**config.mk**
```make
export PLATFORM = sky130hd
export DESIGN_NAME = owk_ctrl
export DESIGN_NICKNAME = d
export VERILOG_FILES = /design/src/hw/rtl/owk_pkg.sv /design/src/hw/rtl/owk_ctrl.sv
export SDC_FILE = /design/constraint.sdc
export NUM_CORES = 1
export LEC_CHECK = 0
export ABC_AREA = 1
export ABC_CLOCK_PERIOD_IN_PS = 1400
export BUFFER_PORTS_ARGS = -buffer_cell sky130_fd_sc_hd__buf_2
export CORE_ASPECT_RATIO = 0.75
export CORE_MARGIN = 4
export CORE_UTILIZATION = 52
export CTS_CLUSTER_SIZE = 8
export DETAILED_ROUTE_END_ITERATION = 8
export PLACE_DENSITY = 0.87
export SLEW_MARGIN = 20
export SYNTH_ARGS = -nofsm -noshare
export SYNTH_HDL_FRONTEND = slang
export SYNTH_SLANG_ARGS = --single-unit
export TNS_END_PERCENT = 5
```
**constraint.sdc**
```tcl
create_clock -name clock -period 1.4 [get_ports clock]
set_clock_uncertainty 0.05 [all_clocks]
set_input_delay 0.28 -clock clock [delete_from_list [all_inputs] [get_ports clock]]
set_output_delay 0.28 -clock clock [all_outputs]
set_load 0.05 [all_outputs]
```
**src/hw/rtl/owk_pkg.sv**
```systemverilog
package owk_pkg;

   localparam int FRAC_BITS    = 16;
   localparam int ANGLE_BITS   = 16;
   localparam int CORDIC_STEPS = 30;

   // datapath widths
   localparam int XW       = 34;   // cordic x and y, q30
   localparam int ZW       = 33;   // cordic residual angle
   localparam int AW       = 44;   // multiplier a operand
   localparam int BW       = 34;   // multiplier b operand
   localparam int PW       = 78;   // full product
   localparam int LOW_BITS = 22;   // split point of the a operand
   localparam int PPW      = LOW_BITS + 1 + BW;

   localparam logic signed [XW-1:0] CORDIC_GAIN = 34'sd652032874;
   localparam logic [22:0]          HALF_ROOT3  = 23'd3632374;

   localparam logic [23:0] INV_RADIUS_RST = 24'd860053;
   localparam logic [23:0] BASE_RATIO_RST = 24'd202113;

   localparam int          CSR_IDX_W      = 2;
   localparam logic [1:0]  CSR_INV_RADIUS = 2'd0;
   localparam logic [1:0]  CSR_BASE_RATIO = 2'd1;

   localparam logic [1:0]  PH_LO = 2'd0;
   localparam logic [1:0]  PH_HI = 2'd1;
   localparam logic [1:0]  PH_WB = 2'd2;

   typedef enum logic [3:0] {
      OP_VX_C  = 4'd0,
      OP_VY_S  = 4'd1,
      OP_VX_S  = 4'd2,
      OP_VY_C  = 4'd3,
      OP_DX_R  = 4'd4,
      OP_DY_R  = 4'd5,
      OP_ROT   = 4'd6,
      OP_KDX   = 4'd7,
      OP_SPEED = 4'd8,
      OP_ANG0  = 4'd9,
      OP_ANG1  = 4'd10,
      OP_ANG2  = 4'd11
   } op_type;

   typedef struct packed {
      logic       load;
      logic       cordic_step;
      logic [4:0] step_idx;
      logic       math_en;
      op_type     op;
      logic [1:0] phase;
      logic       out_load;
   } dp_cmd_type;

   function automatic logic [29:0] atan_entry(input logic [4:0] i);
      logic [29:0] r;
      case (i)
         5'd0:  r = 30'd536870912;
         5'd1:  r = 30'd316933406;
         5'd2:  r = 30'd167458907;
         5'd3:  r = 30'd85004756;
         5'd4:  r = 30'd42667331;
         5'd5:  r = 30'd21354465;
         5'd6:  r = 30'd10679838;
         5'd7:  r = 30'd5340245;
         5'd8:  r = 30'd2670163;
         5'd9:  r = 30'd1335087;
         5'd10: r = 30'd667544;
         5'd11: r = 30'd333772;
         5'd12: r = 30'd166886;
         5'd13: r = 30'd83443;
         5'd14: r = 30'd41722;
         5'd15: r = 30'd20861;
         5'd16: r = 30'd10430;
         5'd17: r = 30'd5215;
         5'd18: r = 30'd2608;
         5'd19: r = 30'd1304;
         5'd20: r = 30'd652;
         5'd21: r = 30'd326;
         5'd22: r = 30'd163;
         5'd23: r = 30'd81;
         5'd24: r = 30'd41;
         5'd25: r = 30'd20;
         5'd26: r = 30'd10;
         5'd27: r = 30'd5;
         5'd28: r = 30'd3;
         5'd29: r = 30'd1;
         default: r = 30'd0;
      endcase
      return r;
   endfunction

endpackage

```
**src/hw/rtl/owk_ctrl.sv**
```systemverilog
module owk_ctrl
   import owk_pkg::*;
(
   input  logic       clock,
   input  logic       reset,
   input  logic       req_tvalid,
   input  logic       req_tuser,
   output logic       req_tready,
   input  logic       rsp_tready,
   output logic       rsp_tvalid,
   output dp_cmd_type cmd
);

   typedef enum logic [3:0] {
      ST_IDLE   = 4'b0001,
      ST_CORDIC = 4'b0010,
      ST_MATH   = 4'b0100,
      ST_OUT    = 4'b1000
   } ctl_state_type;

   ctl_state_type state_ff, state_in;
   logic [4:0]    step_ff, step_in;
   op_type        op_ff, op_in;
   logic [1:0]    phase_ff, phase_in;
   logic          valid_ff, valid_in;

   assign req_tready = (state_ff == ST_IDLE);
   assign rsp_tvalid = valid_ff;

   always_comb begin
      state_in        = state_ff;
      step_in         = step_ff;
      op_in           = op_ff;
      phase_in        = phase_ff;
      cmd             = '0;
      cmd.step_idx    = step_ff;
      cmd.op          = op_ff;
      cmd.phase       = phase_ff;
      case (state_ff)
         ST_IDLE: begin
            cmd.load = req_tvalid;
            if (req_tvalid && !req_tuser) begin
               state_in = ST_CORDIC;
               step_in  = 5'd0;
            end
         end
         ST_CORDIC: begin
            cmd.cordic_step = 1'b1;
            if (step_ff == 5'(CORDIC_STEPS - 1)) begin
               state_in = ST_MATH;
               op_in    = OP_VX_C;
               phase_in = PH_LO;
            end else begin
               step_in = step_ff + 5'd1;
            end
         end
         ST_MATH: begin
            cmd.math_en = 1'b1;
            if (phase_ff == PH_WB) begin
               phase_in = PH_LO;
               if (op_ff == OP_ANG2) begin
                  state_in = ST_OUT;
               end else begin
                  op_in = op_type'(op_ff + 4'd1);
               end
            end else begin
               phase_in = phase_ff + 2'd1;
            end
         end
         ST_OUT: begin
            if (!valid_ff || rsp_tready) begin
               cmd.out_load = 1'b1;
               state_in     = ST_IDLE;
            end
         end
         default: state_in = ST_IDLE;
      endcase
   end

   assign valid_in = cmd.out_load | (valid_ff & ~rsp_tready);

   always_ff @(posedge clock) begin
      if (reset) begin
         state_ff <= ST_IDLE;
         step_ff  <= 5'd0;
         op_ff    <= OP_VX_C;
         phase_ff <= PH_LO;
         valid_ff <= 1'b0;
      end else begin
         state_ff <= state_in;
         step_ff  <= step_in;
         op_ff    <= op_in;
         phase_ff <= phase_in;
         valid_ff <= valid_in;
      end
   end

endmodule

```
======== Word-level counts from Yosys, hierarchy flattened ========
Cells that the tools add are included.
word-level totals
  register bits ........................... 16
  bits of input ports ..................... 5
  logic and storage cells ................. 56
cells by class
  add/subtract/negate cells ............... 3
  equal/unequal tests ..................... 14
  multiplexer cells ....................... 21
  bitwise operators ....................... 3
  reductions and logical operators ........ 10
operators with widths
  cell                                                                      number
  4-bit 2-to-1 mux                                                          8
  4-bit case mux with 4 select lines                                        1
  2-bit inequality test (second input constant)                             6
  5-bit 2-to-1 mux                                                          2
  5-bit case mux with 2 select lines                                        1
  4-bit equality test (second input constant)                               2
  4-bit case mux with 2 select lines                                        1
  5-bit by 1-bit adder with 5-bit output (second input constant)            1
  5-bit equality test (second input constant)                               1
  1-bit 2-to-1 mux                                                          5
  5-bit AND reduction                                                       1
  4-bit by 1-bit adder with 4-bit output (second input constant)            1
  4-bit by 1-bit equality test with 1-bit output (second input constant)    1
  4-bit by 2-bit equality test with 1-bit output (second input constant)    1
  4-bit by 3-bit equality test with 1-bit output (second input constant)    1
  2-bit 2-to-1 mux                                                          2
  2-bit case mux with 2 select lines                                        1
  4-bit AND reduction                                                       1
  2-bit nonzero test                                                        2
  3-bit AND reduction                                                       1
  2-bit by 1-bit adder with 2-bit output (second input constant)            1
  2-bit equality test (second input constant)                               1
  1-bit logical NOT                                                         2
  2-bit by 1-bit inequality test with 1-bit output (second input constant)  1
  other kinds (6)                                                           6

======== Depth between registers and ports, before layout ========
Gate-level depths: netlist of run 1.
  depth in word-level cells ............... 5
  mapped depth ............................ 11

======== Worst setup path before layout of run 1 ========
Ideal clock, no wire load.
  kind .................................... reg-to-reg
  start ................................... reg step_ff[0]
  end ..................................... reg state_ff[3]
  library setup time ...................... 0.113 ns
  arrival ................................. 1.595 ns
  data required time ...................... 1.237 ns
  slack ................................... -0.358 ns
  stages on the path, launching flop included .. 11
  buffers on the path ..................... 0
  cell sequence ........................... dfxtp_1 -> ha_1 -> nand2_1 -> nor2_4 -> inv_1 -> nand2_4 -> nand2_2 -> nor2_2 -> nand2_1 -> nand2_1 -> nor2_1
between the ends
  cells in the longest elaborated chain, start to end .. 3
RTL lines
  element                          line            RTL
  start, declared                  owk_ctrl.sv:22  logic [4:0] step_ff, step_in;
  start signal, assigned           owk_ctrl.sv:91  step_ff <= step_in;
  5-bit equality test              owk_ctrl.sv:49  if (step_ff == 5'(CORDIC_STEPS - 1)) begin
  2-bit inequality test (no line)  --
  5-bit AND reduction (no line)    --
  end signal, assigned             owk_ctrl.sv:90  state_ff <= state_in;
  end, declared                    owk_ctrl.sv:21  ctl_state_type state_ff, state_in;
Every way passes these cells.
A chain may end at the register's enable or synchronous reset.

==> results of run 1 <==
## registers in the layout, indices dropped and copies added, names as in the netlist
name	count
phase_ff	2
state_ff	4
step_ff	5
rsp_tvalid	1
op_ff	4
## report_power, final
group          leakage (µW)  switching [µW]  internal [µW]
logic              0.000438             851            443
clock network     0.0000138             134           99.9
registers          0.000135             120            553
total              0.000586            1100           1100
## timing repair
item,in CTS,in global routing
gates cloned,0,0
endpoints found under the setup margin,8,17
setup buffers,1,1
resized for setup,25,11
pin swaps,5,8
## worst max-delay path: stages, from the launching register on
cell and delay [ps]:
sky130_fd_sc_hd__dfxtp_4 370, sky130_fd_sc_hd__nor2_4 180, sky130_fd_sc_hd__nand2_2 90, sky130_fd_sc_hd__nor2_2 120, sky130_fd_sc_hd__buf_6 160
## worst min path at each step
| stage | startpoint | end | slack (ps) |
|---|---|---|---|
| 2_1_floorplan | reset | step_ff[1] | 290 |
| 3_3_place_gp | phase_ff[1] | phase_ff[1] | 380 |
| 3_5_place_dp | phase_ff[1] | phase_ff[1] | 400 |
| 4_1_cts | reset | state_ff[1] | 190 |
| 5_1_grt | reset | op_ff[2] | 180 |
| 6_report | reset | state_ff[1] | 200 |
## stage by stage
| stage | total power (µW) | hold slack [ps] | area (µm²) |
|---|---|---|---|
| finish | 2200 | 202 | 1250 |
| global route | 2340 | 180 | 1250 |
| global placement | 1620 | 383 | 1130 |
| detailed placement | 1660 | 396 | 1130 |
| floorplan | 1410 | 294 | 975 |
| CTS | 2050 | 189 | 1220 |
## final cells by class
type | instances | area (µm²) | area share
tap | 22 | 27.5 | 0.0219
clock buffer | 3 | 22.5 | 0.0179
multi-input combinational | 104 | 602 | 0.480
sequential | 16 | 340 | 0.271
inverter | 21 | 81.3 | 0.0648
timing repair buffer | 26 | 181 | 0.145
## Yosys cell counts (2+ instances only)
library cell               instances  area, µm²
sky130_fd_sc_hd__dfxtp_1          16        320
sky130_fd_sc_hd__nand3_1          17       85.1
sky130_fd_sc_hd__inv_1            19       71.3
sky130_fd_sc_hd__a21oi_1          11       55.1
sky130_fd_sc_hd__nand4_1           2       12.5
sky130_fd_sc_hd__nand2_1          26       97.6
sky130_fd_sc_hd__nand2_2           3       18.8
sky130_fd_sc_hd__nor2_1           21       78.8
sky130_fd_sc_hd__nor2_2            5       31.3
sky130_fd_sc_hd__o21ai_0           3       15.0
sky130_fd_sc_hd__nand2_4           3       33.8
sky130_fd_sc_hd__nand3b_1          2       15.0
sky130_fd_sc_hd__ha_1              3       37.5
sky130_fd_sc_hd__nor2_4            4       45.0
sky130_fd_sc_hd__inv_2             2       7.51
## logic make-up (layout without fill, tap and decap cells)
| logic type | count (synthesis) | in the layout | share of synthesized area |
|---|---|---|---|
| DFF | 16 | 16 | 0.332 |
| AOI/OAI and AO/OA | 16 | 16 | 0.0882 |
| xor gates and xnor gates | 1 | 1 | 0.00908 |
| and+or+nand+nor | 84 | 84 | 0.438 |
| adders and majority gates | 3 | 3 | 0.0389 |
| buffers and inverters | 23 | 50 | 0.0934 |
## metal layers
| metal | global-route usage | vias to the layer above | part of all wire |
|---|---|---|---|
| met1 | 0.231 | 474 | 0.40 |
| met5 | 0 | - | 0 |
| met4 | 0.0880 | 0 | 0.038 |
| li1 | - | 506 | - |
| met3 | 0.0629 | 12 | 0.061 |
| met2 | 0.381 | 43 | 0.50 |
==> results.txt, run 1 <==
Flop and latch count out of synthesis: 16
Number of antenna-violating nets in the routed design: 0
Vias per cell: 5.39
Period utilisation layout: 1.10
Grt total ovfl: 0
Residual DRC count: 0
Hold/Removal Path Class: input port to register
Antenna violations before repair: 0
Dominant synthesized flop cell: sky130_fd_sc_hd__dfxtp_1
Clock tree from TritonCTS: yes
Slew at the pin closest to its max-slew limit: 343 ps
Mapped Avg Cell Area: 6.75 µm²
Hold-critical path depth: 2
Max cap viols: 0
Worst setup margin: -136 ps
Post-Synthesis Cells: 143
Clock latency of the later-clocked register in the worst-skew pair: 280 ps
Hold Vio Cnt, Final: 0
Number of filler instances in the final layout: 140
Die area: 2620 µm²
Worst reg-to-reg path cell count: 10
Wire length reported by the detailed router: 2.53 mm
Core Box Area: 1740 µm²
Syn Std Cell Area: 965 µm²
DIE HEIGHT: 45.3 µm
Placement Setup Slack: -19.9 ps
Detailed Route Iter0 Violations: 30
Die width: 57.7 µm
Count of flip-flops with a built-in enable after synthesis: 0
Launching point of the worst reg2reg path: step_ff[1]
Arrival time of data at the critical path endpoint: 1210 ps
Power density relative to cell area: 1750 nW/µm²
# rows: 13
Fin. max-slew vios: 0
DPL Wire Length: 1.75 mm
Global placer's final weighted congestion: 0.873
Nets in the synthesized netlist: 151
Initial cell density of the core: 0.554
Count of unique library cells instantiated by Yosys: 21
Type of the setup path with the least slack: register to primary output
First-pass GRT wire length: 4.18 mm
Maximum number of pins on one net before global-route repair: 12
Final non-filler cell total: 192
Combined global-route utilization of all metal layers: 0.210
Capture point of the worst reg-to-reg path: state_ff[2]
Vias in the first global route: 1024
Top Ports: 22
Number of CTS-inserted buffers: 3
Part of the Yosys area used for sequential elements: 0.332
Root Buffer Master: sky130_fd_sc_hd__clkbuf_4
Violated checks: setup timing
Reg-to-reg setup timing slack: -10 ps
# setup viols final: 9
Leakage component of the power: 0.000586 µW
Relative max-transition margin: 0.771
Number of buffers added to fix hold violations after cts: 0
Post-route minimum period: 1540 ps
Total number of H-tree levels: 1
Number of iterations in the first detailed-routing pass: 4
Status: complete, but fails checks
Largest driver fanout on the critical path: 4
Most frequent standard cell in the layout excluding fill and tap cells: sky130_fd_sc_hd__nand2_1
NumNets Final: 180
Ant diodes: 0
Post-Route Utilization: 0.721
Number of port buffers: 21
Unrepaired setup endpoints after global routing: true
Clk pin slew, worst setup/hold paths: 90 ps
Async SR Flop Fraction: 0
Warning count from the yosys run: 0
Last element of the critical path: cmd[0]
Required time worst endpoint: 1070 ps
Share of cells above drive strength 1: 0.400
CP Launch Type: register
Peak clock frequency supported by timing: 651 MHz
Highest ir drop seen on vdd: 1.72 mV
Number of vias after detailed routing: 1035
Wire length per cell after detailed routing: 13.2 µm
Leading cell types in the layout, fill and taps excluded: 23 x sky130_fd_sc_hd__nand2_1, 17 x sky130_fd_sc_hd__nor2_1, 17 x sky130_fd_sc_hd__nand3_1
Worst-case clock buffer depth: 2
Clock tree sinks: 16
Start point of the critical path: state_ff[0]
Total instance count after detailed placement: 188
Setup Total Neg Slack: -521 ps
Layout Area Growth over Synthesis: 30.1%
Type of element capturing the critical path: primary output
No activity file was read; power rests on OpenSTA's default activity.
==> inputs of run 2 (changes only) <==
Settings changed: SKIP_CTS_REPAIR_TIMING set to 1.
==> results.txt, run 2 (same netlist as run 1, synthesis figures left out) <==
Number of CTS-inserted buffers: 3 (unchanged)
Power density relative to cell area: 1770 nW/µm² (+0.88%)
DIE HEIGHT: 45.3 µm (unchanged)
Number of vias after detailed routing: 1029 (-0.58%)
Detailed Route Iter0 Violations: 29 (-3.3%)
Number of antenna-violating nets in the routed design: 0 (unchanged)
Placed Instance Area: 1130 µm² (unchanged)
Status: complete, but fails checks
Worst path max stage delay: 370 ps (about the same)
Die area: 2620 µm² (unchanged)
Fraction of power spent switching nets: 0.494 (-0.00821)
Hold Vio Cnt, Final: 0 (unchanged)
Vias per cell: 5.36 (-0.58%)
Number of port buffers: 21 (unchanged)
Part of the power in combinational logic: 0.606 (+0.018)
Setup Total Neg Slack: -636 ps (-116 ps)
Share of cells above drive strength 1: 0.400 (unchanged)
Max reg flops: 5 (unchanged)
Violated checks: setup timing
Period utilisation layout: 1.11 (+0.0119)
Top Ports: 22 (unchanged)
Capture point of the worst reg-to-reg path: state_ff[2]
Wire length per cell after detailed routing: 12.8 µm (-2.9%)
Clock latency of the later-clocked register in the worst-skew pair: 280 ps (about the same)
Type of the setup path with the least slack: register to primary output
Largest registers: step_ff: 5 flops, op_ff: 4 flops, state_ff: 4 flops
Register ranked first by flip-flop count: step_ff
Worst setup margin: -152 ps (-16.7 ps)
Busiest metal layer after global routing: met2
Post-layout instance area: 1270 µm² (+0.90%)
Initial cell density of the core: 0.554 (unchanged)
Leading cell types in the layout, fill and taps excluded: 23 x sky130_fd_sc_hd__nand2_1, 17 x sky130_fd_sc_hd__nor2_1, 17 x sky130_fd_sc_hd__nand3_1
Peak clock frequency supported by timing: 644 MHz (-1.1%)
Highest ir drop seen on vdd: 1.41 mV (-18%)
Antenna violations before repair: 0 (unchanged)
Type of element capturing the critical path: primary output
Hold-critical path depth: 2 (unchanged)
Grt met3 use: 0.0629 (unchanged)
Most frequent standard cell in the layout excluding fill and tap cells: sky130_fd_sc_hd__nand2_1
Vias in the first global route: 949 (-7.3%)
Internal Power: 1130 µW (+3.5%)
Routing usage on met1: 0.226 (-0.00518)
# setup viols final: 7 (-2)
Endpoint of the worst hold path: state_ff[1]
Design Power: 2240 µW (+1.8%)
Largest driver fanout on the critical path: 3 (-1)
Clk pin slew, worst setup/hold paths: 90 ps (about the same)
Relative max-transition margin: 0.771 (-0.000809)
Number of filler instances in the final layout: 132 (-5.7%)
Max cap viols: 0 (unchanged)
Met2 usage in global routing: 0.349 (-0.0315)
Total net switching power: 1110 µW (+0.12%)
Fin. max-slew vios: 0 (unchanged)
CP Launch Type: register
Area taken by multi-input logic gates: 607 µm² (+0.83%)
Sequential cell area: 338 µm² (-0.74%)
Largest delay share family, worst path: flip-flops
Reg-to-reg setup timing slack: -10 ps (about the same)
Layout Area Growth over Synthesis: 31.3%
Post-route minimum period: 1550 ps (+16.7 ps)
First-pass GRT wire length: 3.90 mm (-6.8%)
Library cell contributing the largest single delay on the critical path: sky130_fd_sc_hd__dfxtp_4
NumNets Final: 180 (unchanged)
DPL Wire Length: 1.75 mm (unchanged)
Required time worst endpoint: 1070 ps (about the same)
Maximum number of pins on one net before global-route repair: 12 (unchanged)
Ant diodes: 0 (unchanged)
Startpoint of the worst hold path: reset
Slew at the pin closest to its max-slew limit: 344 ps (+1.21 ps)
Seq pwr share: 0.291 (-0.015)
Root Buffer Master: sky130_fd_sc_hd__clkbuf_4
Placement Setup Slack: -19.9 ps (unchanged)
Number of iterations in the first detailed-routing pass: 4 (unchanged)
Wire length reported by the detailed router: 2.45 mm (-2.9%)
Worst-case clock buffer depth: 2 (unchanged)
Buffer and inverter count on the worst path: 2 (+1)
Arrival time of data at the critical path endpoint: 1220 ps (about the same)
Worst reg-to-reg path cell count: 9 (-1)
Total number of H-tree levels: 1 (unchanged)
Grt total ovfl: 0 (unchanged)
Core Box Area: 1740 µm² (unchanged)
Residual DRC count: 0 (unchanged)
Clock network power share: 0.104 (-0.002)
Unrepaired setup endpoints after global routing: true
Sequence of cells on the critical path: nor2_4, buf_6, nand2_4, nor2_4, buf_6
Hold/Removal Path Class: input port to register
Leakage component of the power: 0.000594 µW (+1.3%)
Launching point of the worst reg2reg path: step_ff[1]
# rows: 13 (unchanged)
Combined global-route utilization of all metal layers: 0.195 (-0.0153)
Clock tree from TritonCTS: yes
Clock tree sinks: 16 (unchanged)
Global placer's final weighted congestion: 0.873 (unchanged)
Die width: 57.7 µm (unchanged)
run 2: how the worst max path moves through the flow:
stage / slack, ps / cells past startpoint / start / endpoint
after floorplan: -180 / 9 / step_ff[4] / state_ff[3]
after global placement: 10 / 11 / step_ff[1] / state_ff[3]
after detailed placement: -20 / 11 / step_ff[1] / state_ff[3]
after CTS: -290 / 5 / state_ff[3] / req_tready
after global routing: -220 / 5 / state_ff[3] / cmd[0]
final: -150 / 5 / state_ff[2] / cmd[14]
run 2: stage by stage:
stage | cells | utilization | hold WS [ps]
after detailed placement | 188 | 0.647 | 396
after floorplan | 143 | - | 294
after global placement | 188 | 0.647 | 383
final | 192 | 0.728 | 200
after global routing | 192 | 0.728 | 180
after CTS | 191 | 0.660 | 192
run 2: layout make-up:
class	count	share of cell area
multi-input combinational	104	0.479
sequential	16	0.267
timing repair buffer	26	0.152
inverter	21	0.0623
tap	22	0.0217
clock buffer	3	0.0178
run 2: power by group through the flow:
| stage | Clock (µW) | Combinational (µW) | Sequential (µW) |
|---|---|---|---|
| finish | 232 | 1360 | 651 |
| global route | 269 | 1460 | 663 |
| CTS | 242 | 1060 | 598 |
| detailed placement | 0 | 1050 | 609 |
| global placement | 0 | 1020 | 600 |
| floorplan | 0 | 755 | 658 |
run 2: routing by layer:
layer  up-vias  share of wire
met3         8          0.044
met2        29           0.51
met5         -              0
li1        510              -
met1       482           0.42
met4         0          0.025
